**config.mk**
```make
export PLATFORM = sky130hd
export DESIGN_NAME = mma_ctrl
export DESIGN_NICKNAME = d
export VERILOG_FILES = /design/src/rtl/core/mma_pkg.sv /design/src/rtl/core/mma_ctrl.sv
export SDC_FILE = /design/constraint.sdc
export NUM_CORES = 1
export LEC_CHECK = 0
export BUFFER_PORTS_ARGS = -buffer_cell sky130_fd_sc_hd__buf_2
export CAP_MARGIN = 20
export CORE_MARGIN = 2
export CORE_UTILIZATION = 63
export CTS_CLUSTER_DIAMETER = 120
export DETAILED_ROUTE_END_ITERATION = 12
export PLACE_DENSITY = 0.81
export SYNTH_ARGS = -nofsm -noshare
export SYNTH_HDL_FRONTEND = slang
export SYNTH_SLANG_ARGS = --single-unit
```
**constraint.sdc**
```tcl
create_clock -name clk -period 2.5 [get_ports clk]
set_input_delay 0.375 -clock clk [delete_from_list [all_inputs] [get_ports clk]]
set_output_delay 0.375 -clock clk [all_outputs]
set_load 0.02 [all_outputs]
```
**src/rtl/core/mma_pkg.sv**
```systemverilog
// Shared types, codes and helpers of the Montgomery modular ALU.
`timescale 1ns / 1ps
package mma_pkg;

  localparam int unsigned MOD_W  = 30;
  localparam int unsigned MONT_W = 32;
  localparam int unsigned VAL_W  = 31;

  localparam logic [MOD_W-1:0] RESET_MODULUS = 30'd1000000007;

  localparam logic [3:0] FN_FROM_INT = 4'd0;
  localparam logic [3:0] FN_TO_INT   = 4'd1;
  localparam logic [3:0] FN_NEG      = 4'd2;
  localparam logic [3:0] FN_ADD      = 4'd3;
  localparam logic [3:0] FN_SUB      = 4'd4;
  localparam logic [3:0] FN_MUL      = 4'd5;
  localparam logic [3:0] FN_INV      = 4'd6;
  localparam logic [3:0] FN_DIV      = 4'd7;
  localparam logic [3:0] FN_EQ       = 4'd8;
  localparam logic [3:0] FN_LT       = 4'd9;
  localparam logic [3:0] FN_IS_ZERO  = 4'd10;

  typedef struct packed {
    logic [3:0]        func;
    logic [VAL_W-1:0]  operand_a;
    logic [VAL_W-1:0]  operand_b;
    logic signed [63:0] plain_value;
  } in_t;

  typedef struct packed {
    logic [VAL_W-1:0] value;
    logic             flag;
  } out_t;

  typedef enum logic [4:0] {
    OP_NOP, OP_CFG_WR, OP_CAPTURE, OP_DRV_INIT, OP_DRV_MUL1, OP_DRV_MUL2,
    OP_DRV_UPD, OP_DIV_SQ, OP_DRV_END, OP_RD_A, OP_RD_B, OP_RD_C, OP_ACC_A,
    OP_ACC_INVSRC, OP_MUL_AB, OP_NORM_RES, OP_LT_B, OP_LT_CMP, OP_SIMPLE,
    OP_LOAD_MAG_PV, OP_DIV_MAG, OP_FS_T, OP_FS_MUL, OP_EU_INIT, OP_DIV_EU,
    OP_EU_MUL, OP_EU_UPD, OP_LOAD_MAG_C1, OP_DV_MUL, OP_OUT_LOAD
  } op_t;

  typedef enum logic [4:0] {
    ST_DRV_INIT, ST_DRV_MUL1, ST_DRV_MUL2, ST_DRV_UPD, ST_DRV_SQ, ST_DRV_SQW,
    ST_DRV_END, ST_IDLE, ST_DISP, ST_RD_A, ST_RD_B, ST_RD_C, ST_TI_NORM,
    ST_LT_B, ST_LT_CMP, ST_FS_DIV, ST_FS_WAIT, ST_FS_T, ST_FS_MUL, ST_EU_INIT,
    ST_EU_CHK, ST_EU_WAIT, ST_EU_MUL, ST_EU_UPD, ST_EU_FIN, ST_DV_MUL, ST_FIN
  } st_t;

  typedef struct packed {
    op_t op;
  } dp_cmd_t;

  typedef struct packed {
    logic [3:0] func;
    logic       div_busy;
    logic       ey_zero;
  } dp_stat_t;

  // Lazy reduction: subtract m once when x is at least m (32-bit wrap).
  function automatic logic [MONT_W-1:0] norm_res(input logic [MONT_W-1:0] x,
                                                 input logic [MOD_W-1:0] m);
    logic [MONT_W-1:0] d;
    d = {2'b00, m} - 32'd1 - x;
    return d[MONT_W-1] ? x - {2'b00, m} : x;
  endfunction

endpackage

```
**src/rtl/core/mma_ctrl.sv**
```systemverilog
// Controller state machine sequencing the datapath for each operation.
`timescale 1ns / 1ps
module mma_ctrl (
  input  logic               clk,
  input  logic               rst_n,
  input  logic               in_valid,
  output logic               in_stall,
  output logic               out_valid,
  input  logic               out_stall,
  input  logic               cfg_valid,
  output logic               cfg_ready,
  input  mma_pkg::dp_stat_t  stat,
  output mma_pkg::dp_cmd_t   cmd
);

  mma_pkg::st_t st_r, st_nxt, ret_r, ret_nxt;
  logic [2:0]   cnt_r, cnt_nxt;
  logic         out_valid_r, out_valid_nxt;
  logic         out_free;

  assign out_free  = !out_valid_r || !out_stall;
  assign out_valid = out_valid_r;
  assign cfg_ready = (st_r == mma_pkg::ST_IDLE);
  assign in_stall  = (st_r != mma_pkg::ST_IDLE) || cfg_valid;

  // Next state.
  always_comb begin
    st_nxt  = st_r;
    ret_nxt = ret_r;
    cnt_nxt = cnt_r;
    case (st_r)
      mma_pkg::ST_DRV_INIT: begin
        cnt_nxt = 3'd0;
        st_nxt  = mma_pkg::ST_DRV_MUL1;
      end
      mma_pkg::ST_DRV_MUL1: st_nxt = mma_pkg::ST_DRV_MUL2;
      mma_pkg::ST_DRV_MUL2: st_nxt = mma_pkg::ST_DRV_UPD;
      mma_pkg::ST_DRV_UPD: begin
        cnt_nxt = cnt_r + 3'd1;
        st_nxt  = (cnt_r == 3'd4) ? mma_pkg::ST_DRV_SQ : mma_pkg::ST_DRV_MUL1;
      end
      mma_pkg::ST_DRV_SQ:  st_nxt = mma_pkg::ST_DRV_SQW;
      mma_pkg::ST_DRV_SQW: if (!stat.div_busy) st_nxt = mma_pkg::ST_DRV_END;
      mma_pkg::ST_DRV_END: st_nxt = mma_pkg::ST_IDLE;
      mma_pkg::ST_IDLE: begin
        if (cfg_valid) begin
          st_nxt = mma_pkg::ST_DRV_INIT;
        end else if (in_valid) begin
          st_nxt = mma_pkg::ST_DISP;
        end
      end
      mma_pkg::ST_DISP: begin
        st_nxt = mma_pkg::ST_RD_A;
        case (stat.func)
          mma_pkg::FN_FROM_INT: st_nxt = mma_pkg::ST_FS_DIV;
          mma_pkg::FN_TO_INT:   ret_nxt = mma_pkg::ST_TI_NORM;
          mma_pkg::FN_MUL:      ret_nxt = mma_pkg::ST_FIN;
          mma_pkg::FN_INV,
          mma_pkg::FN_DIV:      ret_nxt = mma_pkg::ST_EU_INIT;
          mma_pkg::FN_LT:       ret_nxt = mma_pkg::ST_LT_B;
          default:              st_nxt = mma_pkg::ST_FIN;
        endcase
      end
      mma_pkg::ST_RD_A:    st_nxt = mma_pkg::ST_RD_B;
      mma_pkg::ST_RD_B:    st_nxt = mma_pkg::ST_RD_C;
      mma_pkg::ST_RD_C:    st_nxt = ret_r;
      mma_pkg::ST_TI_NORM: st_nxt = mma_pkg::ST_FIN;
      mma_pkg::ST_LT_B: begin
        ret_nxt = mma_pkg::ST_LT_CMP;
        st_nxt  = mma_pkg::ST_RD_A;
      end
      mma_pkg::ST_LT_CMP:  st_nxt = mma_pkg::ST_FIN;
      mma_pkg::ST_FS_DIV:  st_nxt = mma_pkg::ST_FS_WAIT;
      mma_pkg::ST_FS_WAIT: if (!stat.div_busy) st_nxt = mma_pkg::ST_FS_T;
      mma_pkg::ST_FS_T:    st_nxt = mma_pkg::ST_FS_MUL;
      mma_pkg::ST_FS_MUL: begin
        ret_nxt = (stat.func == mma_pkg::FN_DIV) ? mma_pkg::ST_DV_MUL : mma_pkg::ST_FIN;
        st_nxt  = mma_pkg::ST_RD_A;
      end
      mma_pkg::ST_EU_INIT: st_nxt = mma_pkg::ST_EU_CHK;
      mma_pkg::ST_EU_CHK:  st_nxt = stat.ey_zero ? mma_pkg::ST_EU_FIN : mma_pkg::ST_EU_WAIT;
      mma_pkg::ST_EU_WAIT: if (!stat.div_busy) st_nxt = mma_pkg::ST_EU_MUL;
      mma_pkg::ST_EU_MUL:  st_nxt = mma_pkg::ST_EU_UPD;
      mma_pkg::ST_EU_UPD:  st_nxt = mma_pkg::ST_EU_CHK;
      mma_pkg::ST_EU_FIN:  st_nxt = mma_pkg::ST_FS_DIV;
      mma_pkg::ST_DV_MUL: begin
        ret_nxt = mma_pkg::ST_FIN;
        st_nxt  = mma_pkg::ST_RD_A;
      end
      mma_pkg::ST_FIN: if (out_free) st_nxt = mma_pkg::ST_IDLE;
      default: st_nxt = mma_pkg::ST_IDLE;
    endcase
  end

  // Datapath command and output beat.
  always_comb begin
    cmd.op        = mma_pkg::OP_NOP;
    out_valid_nxt = out_valid_r && out_stall;
    case (st_r)
      mma_pkg::ST_DRV_INIT: cmd.op = mma_pkg::OP_DRV_INIT;
      mma_pkg::ST_DRV_MUL1: cmd.op = mma_pkg::OP_DRV_MUL1;
      mma_pkg::ST_DRV_MUL2: cmd.op = mma_pkg::OP_DRV_MUL2;
      mma_pkg::ST_DRV_UPD:  cmd.op = mma_pkg::OP_DRV_UPD;
      mma_pkg::ST_DRV_SQ:   cmd.op = mma_pkg::OP_DIV_SQ;
      mma_pkg::ST_DRV_END:  cmd.op = mma_pkg::OP_DRV_END;
      mma_pkg::ST_IDLE: begin
        if (cfg_valid) begin
          cmd.op = mma_pkg::OP_CFG_WR;
        end else if (in_valid) begin
          cmd.op = mma_pkg::OP_CAPTURE;
        end
      end
      mma_pkg::ST_DISP: begin
        case (stat.func)
          mma_pkg::FN_FROM_INT: cmd.op = mma_pkg::OP_LOAD_MAG_PV;
          mma_pkg::FN_TO_INT,
          mma_pkg::FN_LT:       cmd.op = mma_pkg::OP_ACC_A;
          mma_pkg::FN_MUL:      cmd.op = mma_pkg::OP_MUL_AB;
          mma_pkg::FN_INV,
          mma_pkg::FN_DIV:      cmd.op = mma_pkg::OP_ACC_INVSRC;
          default:              cmd.op = mma_pkg::OP_SIMPLE;
        endcase
      end
      mma_pkg::ST_RD_A:    cmd.op = mma_pkg::OP_RD_A;
      mma_pkg::ST_RD_B:    cmd.op = mma_pkg::OP_RD_B;
      mma_pkg::ST_RD_C:    cmd.op = mma_pkg::OP_RD_C;
      mma_pkg::ST_TI_NORM: cmd.op = mma_pkg::OP_NORM_RES;
      mma_pkg::ST_LT_B:    cmd.op = mma_pkg::OP_LT_B;
      mma_pkg::ST_LT_CMP:  cmd.op = mma_pkg::OP_LT_CMP;
      mma_pkg::ST_FS_DIV:  cmd.op = mma_pkg::OP_DIV_MAG;
      mma_pkg::ST_FS_T:    cmd.op = mma_pkg::OP_FS_T;
      mma_pkg::ST_FS_MUL:  cmd.op = mma_pkg::OP_FS_MUL;
      mma_pkg::ST_EU_INIT: cmd.op = mma_pkg::OP_EU_INIT;
      mma_pkg::ST_EU_CHK:  if (!stat.ey_zero) cmd.op = mma_pkg::OP_DIV_EU;
      mma_pkg::ST_EU_MUL:  cmd.op = mma_pkg::OP_EU_MUL;
      mma_pkg::ST_EU_UPD:  cmd.op = mma_pkg::OP_EU_UPD;
      mma_pkg::ST_EU_FIN:  cmd.op = mma_pkg::OP_LOAD_MAG_C1;
      mma_pkg::ST_DV_MUL:  cmd.op = mma_pkg::OP_DV_MUL;
      mma_pkg::ST_FIN: begin
        if (out_free) begin
          cmd.op        = mma_pkg::OP_OUT_LOAD;
          out_valid_nxt = 1'b1;
        end
      end
      default: cmd.op = mma_pkg::OP_NOP;
    endcase
  end

  always_ff @(posedge clk) begin
    if (!rst_n) begin
      st_r        <= mma_pkg::ST_DRV_INIT;
      ret_r       <= mma_pkg::ST_FIN;
      cnt_r       <= 3'd0;
      out_valid_r <= 1'b0;
    end else begin
      st_r        <= st_nxt;
      ret_r       <= ret_nxt;
      cnt_r       <= cnt_nxt;
      out_valid_r <= out_valid_nxt;
    end
  end

endmodule

```
* Word-level counts from Yosys, hierarchy flattened
Cells that the tools add are included.
Word-level totals: register bits 14, bits of input ports 11, output and inout port bits 8
Cells by class: add/sub/neg operators 1, equality and inequality tests 39, mux-type cells 22, reduce and logical (&&, ||, !) cells 17
Operators with widths (number):
- 5-bit case mux with 24 select lines | 1
- 5-bit case mux with 22 select lines | 1
- 5-bit case mux with 4 select lines | 3
- 5-bit equality test, second input constant | 11
- 5-bit by 4-bit equality test with 1-bit output, second input constant | 8
- 5-bit 2-to-1 mux | 8
- 5-bit by 3-bit equality test with 1-bit output, second input constant | 4
- 4-bit by 3-bit equality test with 1-bit output, second input constant | 3
- 5-bit by 2-bit equality test with 1-bit output, second input constant | 2
- 5-bit case mux with 2 select lines | 1
- 2-bit != test, second input constant | 4
- 2-bit OR reduction | 4
- 2-bit 2-to-1 mux | 3
- 3-bit case mux with 2 select lines | 1
- 5-bit by 1-bit equality test with 1-bit output, second input constant | 1
- 5-bit logical NOT | 1
- 5-bit by 3-bit != test with 1-bit output, second input constant | 1
- 5-bit != test, second input constant | 1
- 5-bit AND reduction | 1
- 5-bit OR reduction | 1
- 4-bit by 1-bit equality test with 1-bit output, second input constant | 1
- 4-bit equality test, second input constant | 1
- 4-bit logical NOT | 1
- 4-bit 2-to-1 mux | 1
- 12 further kinds | 15

* Longest topological paths before layout
word-level depth 4, depth in mapped cells 9, mapped depth without buffers 6

* Worst setup path before layout
OpenSTA, ideal clock, no wires.
path type flip-flop to output port, from register st_r[0], to output cmd[2] in the netlist's numbering, data arrival time 1.634 ns, data required time 2.125 ns, path slack 0.491 ns, stages on the path, launching flop included 6, cell sequence dfxtp_1 -> buf_6 -> or2_0 -> buf_2 -> o311a_1 -> o31ai_1
RTL lines:
- start: declaration | RTL line mma_ctrl.sv:16 | mma_pkg::st_t st_r, st_nxt, ret_r, ret_nxt;
- start signal: assignment | RTL line mma_ctrl.sv:151 | st_r <= mma_pkg::ST_DRV_INIT;
- start signal: assignment | RTL line mma_ctrl.sv:156 | st_r <= st_nxt;
- end: declaration | RTL line mma_ctrl.sv:13 | output mma_pkg::dp_cmd_t cmd

==> flow_summary.yaml <==
timing:
  hold_ws_ns: 0.3552
  fin_crit_sh_pct: 93.45
  rsz0062_at_grt: "no"
  slew_viol_final: 0
  tightestPinTransition_ns: 0.6041
  hold_violations: 0
  setup_viol: 0
  period_needed_ns: 2.336
  tns_ns: 0
  slew_headroom_pct: 59.46
  fin_skew_ns: 0.007971
  fmax_mhz: 428.1
synth:
  synthCells: 235
  synth-seq-cells: 14
  yosysMostFrequentCell: "nand2_1"
  seq_area_frac_synth_pct: 16.62
  synth-main-ff-cell: "dfxtp_1"
  synth_area_leaders: "dfxtp_1 17%, nand2_1 6.0%, o21ai_0 5.0%"
  synth.largest_area_cell: "dfxtp_1"
  synthTopCellsByCount: "27 x nand2_1, 18 x nor2_1, 17 x o21ai_0"
  synth_edf_count: 0
  ys.warnings.count: 0
  synth_cell_types: 66
  ys_async_sr_fraction_pct: 0
  synth_top_area_share_pct: 16.62
  netlist_area_um2: 1687
  synth_area_per_cell_um2: 7.177
  syn_nets: 248
clock_network:
  cts_sinks: 14
  cts_buffers: 3
  cts_buffer_depth: 2
  path_clk_slew_ns: 0.08
  clk_latency_ns: 0.29
  htree_levels: 1
  cts_root_buffer: "clkbuf_4"
  cts_tree: "done"
  postCtsHoldBufs: 0
worst_setup_path:
  worstPathArrival_ns: 1.96
  critPathKind: "reg -> out"
  worstReg2RegStart: "st_r[4]$_SDFFE_PN0P_"
  endpoint_kind: "output pin"
  crit_chain: "buf_12 > nor2b_1 > o21ai_0 > o311a_1 > o31ai_1 > buf_2"
  setup.worst_path.start_class: "flop"
  critPathRequiredTime_ns: 2.12
  slowest_delay_ns: 0.43
  crit_start: "st_r[0]$_SDFFE_PN0P_"
  rrSetupSlack_ns: 0.68
  cpMaxStageDelayCell: "dfxtp_1"
  critical_path.max_fanout: 22
power:
  p_leak_uw: 0.0007148
  pwr-share-seq_pct: 35.8
  ir_worst_vdd_mv: 0.3309
  p_sw_share_pct: 38.13
  p_int_uw: 428.4
  p_switching_uw: 264.0
  p_clk_share_pct: 24.3
  pwr-share-comb_pct: 39.9
  p_per_area_nw_per_um2: 379.6
floorplan:
  ios: 19
  rows: 18
  initial_core_util_pct: 67.47
  die-area_um2: 3107
  core_area_um2: 2500
  die_h_um: 55.74
  die_w_um: 55.74
final_layout:
  drive_gt1_share_pct: 21.46
  fin_area_um2: 1824
  area_growth_pct: 8.160
  layout.nets: 261
  final_core_util_pct: 72.97
  antenna_cells: 0
  final_cells: 277
worst_hold_path:
  hold_path_class: "in -> reg"
  worstHoldStart: "rst_n"
detailed_routing:
  finalWirelength_um: 4712
  num_vias: 1887
  drtIter0Drc: 130
  drt-pass1-iter-count: 4
  viasPerCell: 6.812
  postRouteAntennaNets: 0
  wl_per_cell_um: 17.01
  remaining_drc_errors: 0
job:
  max_cap_viol_count: 0
grt:
  grt_pass1_vias: 1748
  grt_pass1_wl_um: 8004
  grt_max_degree: 39
  grt_usage_pct: 31.57
  overflow: 0
  antenna_found_initial: 0
placement:
  gp_congestion: 0.9725
  post-place-cells: 273
  dp_hpwl_um: 3525
  io_buffers: 18
  place_area_um2: 1784
run_status:
  status: "completed"
-- state kept, by name, summed over array words and instances (netlist names) --
register and cells:
out_valid 1, st_r 5, cnt_r 3, ret_r 5
-- power by group through the flow --
stage / combinational, uW / clock (uW) / sequential [uW]
floorplan: 212 / 0 / 239
global placement: 259 / 0 / 251
detailed placement: 270 / 0 / 251
CTS: 271 / 171 / 246
global route: 303 / 181 / 249
finish: 276 / 169 / 248
-- per-layer routing --
metal / global-route usage, % / vias to the layer above / wire [um]
met1: 41.80 / 869 / 1940
met2: 51.53 / 117 / 2177
met5: 0 / - / 0
met3: 3.488 / 17 / 428
li1: - / 884 / -
met4: 13.94 / 0 / 166
-- placed cells by master (no fill, tap or decap), drive strengths merged, types with 6 or more instances in the layout --
cell type / Yosys / layout
a21oi: 14 / 14
buf: 20 / 30
dfxtp: 14 / 14
inv: 9 / 9
nand2: 27 / 27
nand2b: 6 / 6
nand3: 9 / 9
nor2: 18 / 18
nor2b: 9 / 9
nor3b: 8 / 8
o211ai: 6 / 6
o21ai: 23 / 23
-- per-stage QoR --
| step | setup WS, ns | total power [uW] |
|---|---|---|
| 2_1_floorplan | 0.4907 | 451.0 |
| 3_3_place_gp | 0.4798 | 509.9 |
| 3_5_place_dp | 0.3729 | 521.1 |
| 4_1_cts | 0.09099 | 687.7 |
| 5_1_grt | 0.02695 | 731.9 |
| 6_report | 0.1639 | 692.4 |
-- path summary, 6_finish.rpt --
| check | end | cells after the start |
|---|---|---|
| max | cmd[2] | 6 |
| max reg2reg | st_r[2]$_SDFFE_PN0P_ | 6 |
| min | ret_r[3]$_SDFFE_PN1P_ | 2 |
| min reg2reg | ret_r[0]$_SDFFE_PN0P_ | 2 |
-- cells by family (layout without fill, tap and decap cells) --
kind of cell             count (synthesis)  after routing  share of synthesized area, %
buffers and inverters                   31             43                         10.61
flip-flops                              14             14                         16.62
AO/OA/AOI/OAI                           80             80                         33.46
AND/OR/NAND/NOR                        104            104                         35.46
multiplexers                             3              3                         1.855
XOR/XNOR                                 1              1                        0.5194
adder cells (fa/ha/maj)                  2              2                         1.483
-- worst max-delay path, delay by kind of cell, from the launching register on --
family / cells / cell delay (ns)
compound gates: 3 / 0.51
flops: 1 / 0.43
buf+inv: 2 / 0.38
simple gates: 1 / 0.34
-- cell type report --
class	count	area, um2
clock buffers	4	36.28
fillers	203	675.6
inverters	9	33.78
multi-input cells	190	1227
flip-flops and latches	14	284.0
well taps	30	37.54
repair buffers	30	205.2
-- what timing repair did --
action	CTS	global route
resized for setup	0	4
setup buffers	0	0
setup endpoints to repair	0	3
Note: power is estimated with default switching activity, not from simulation.
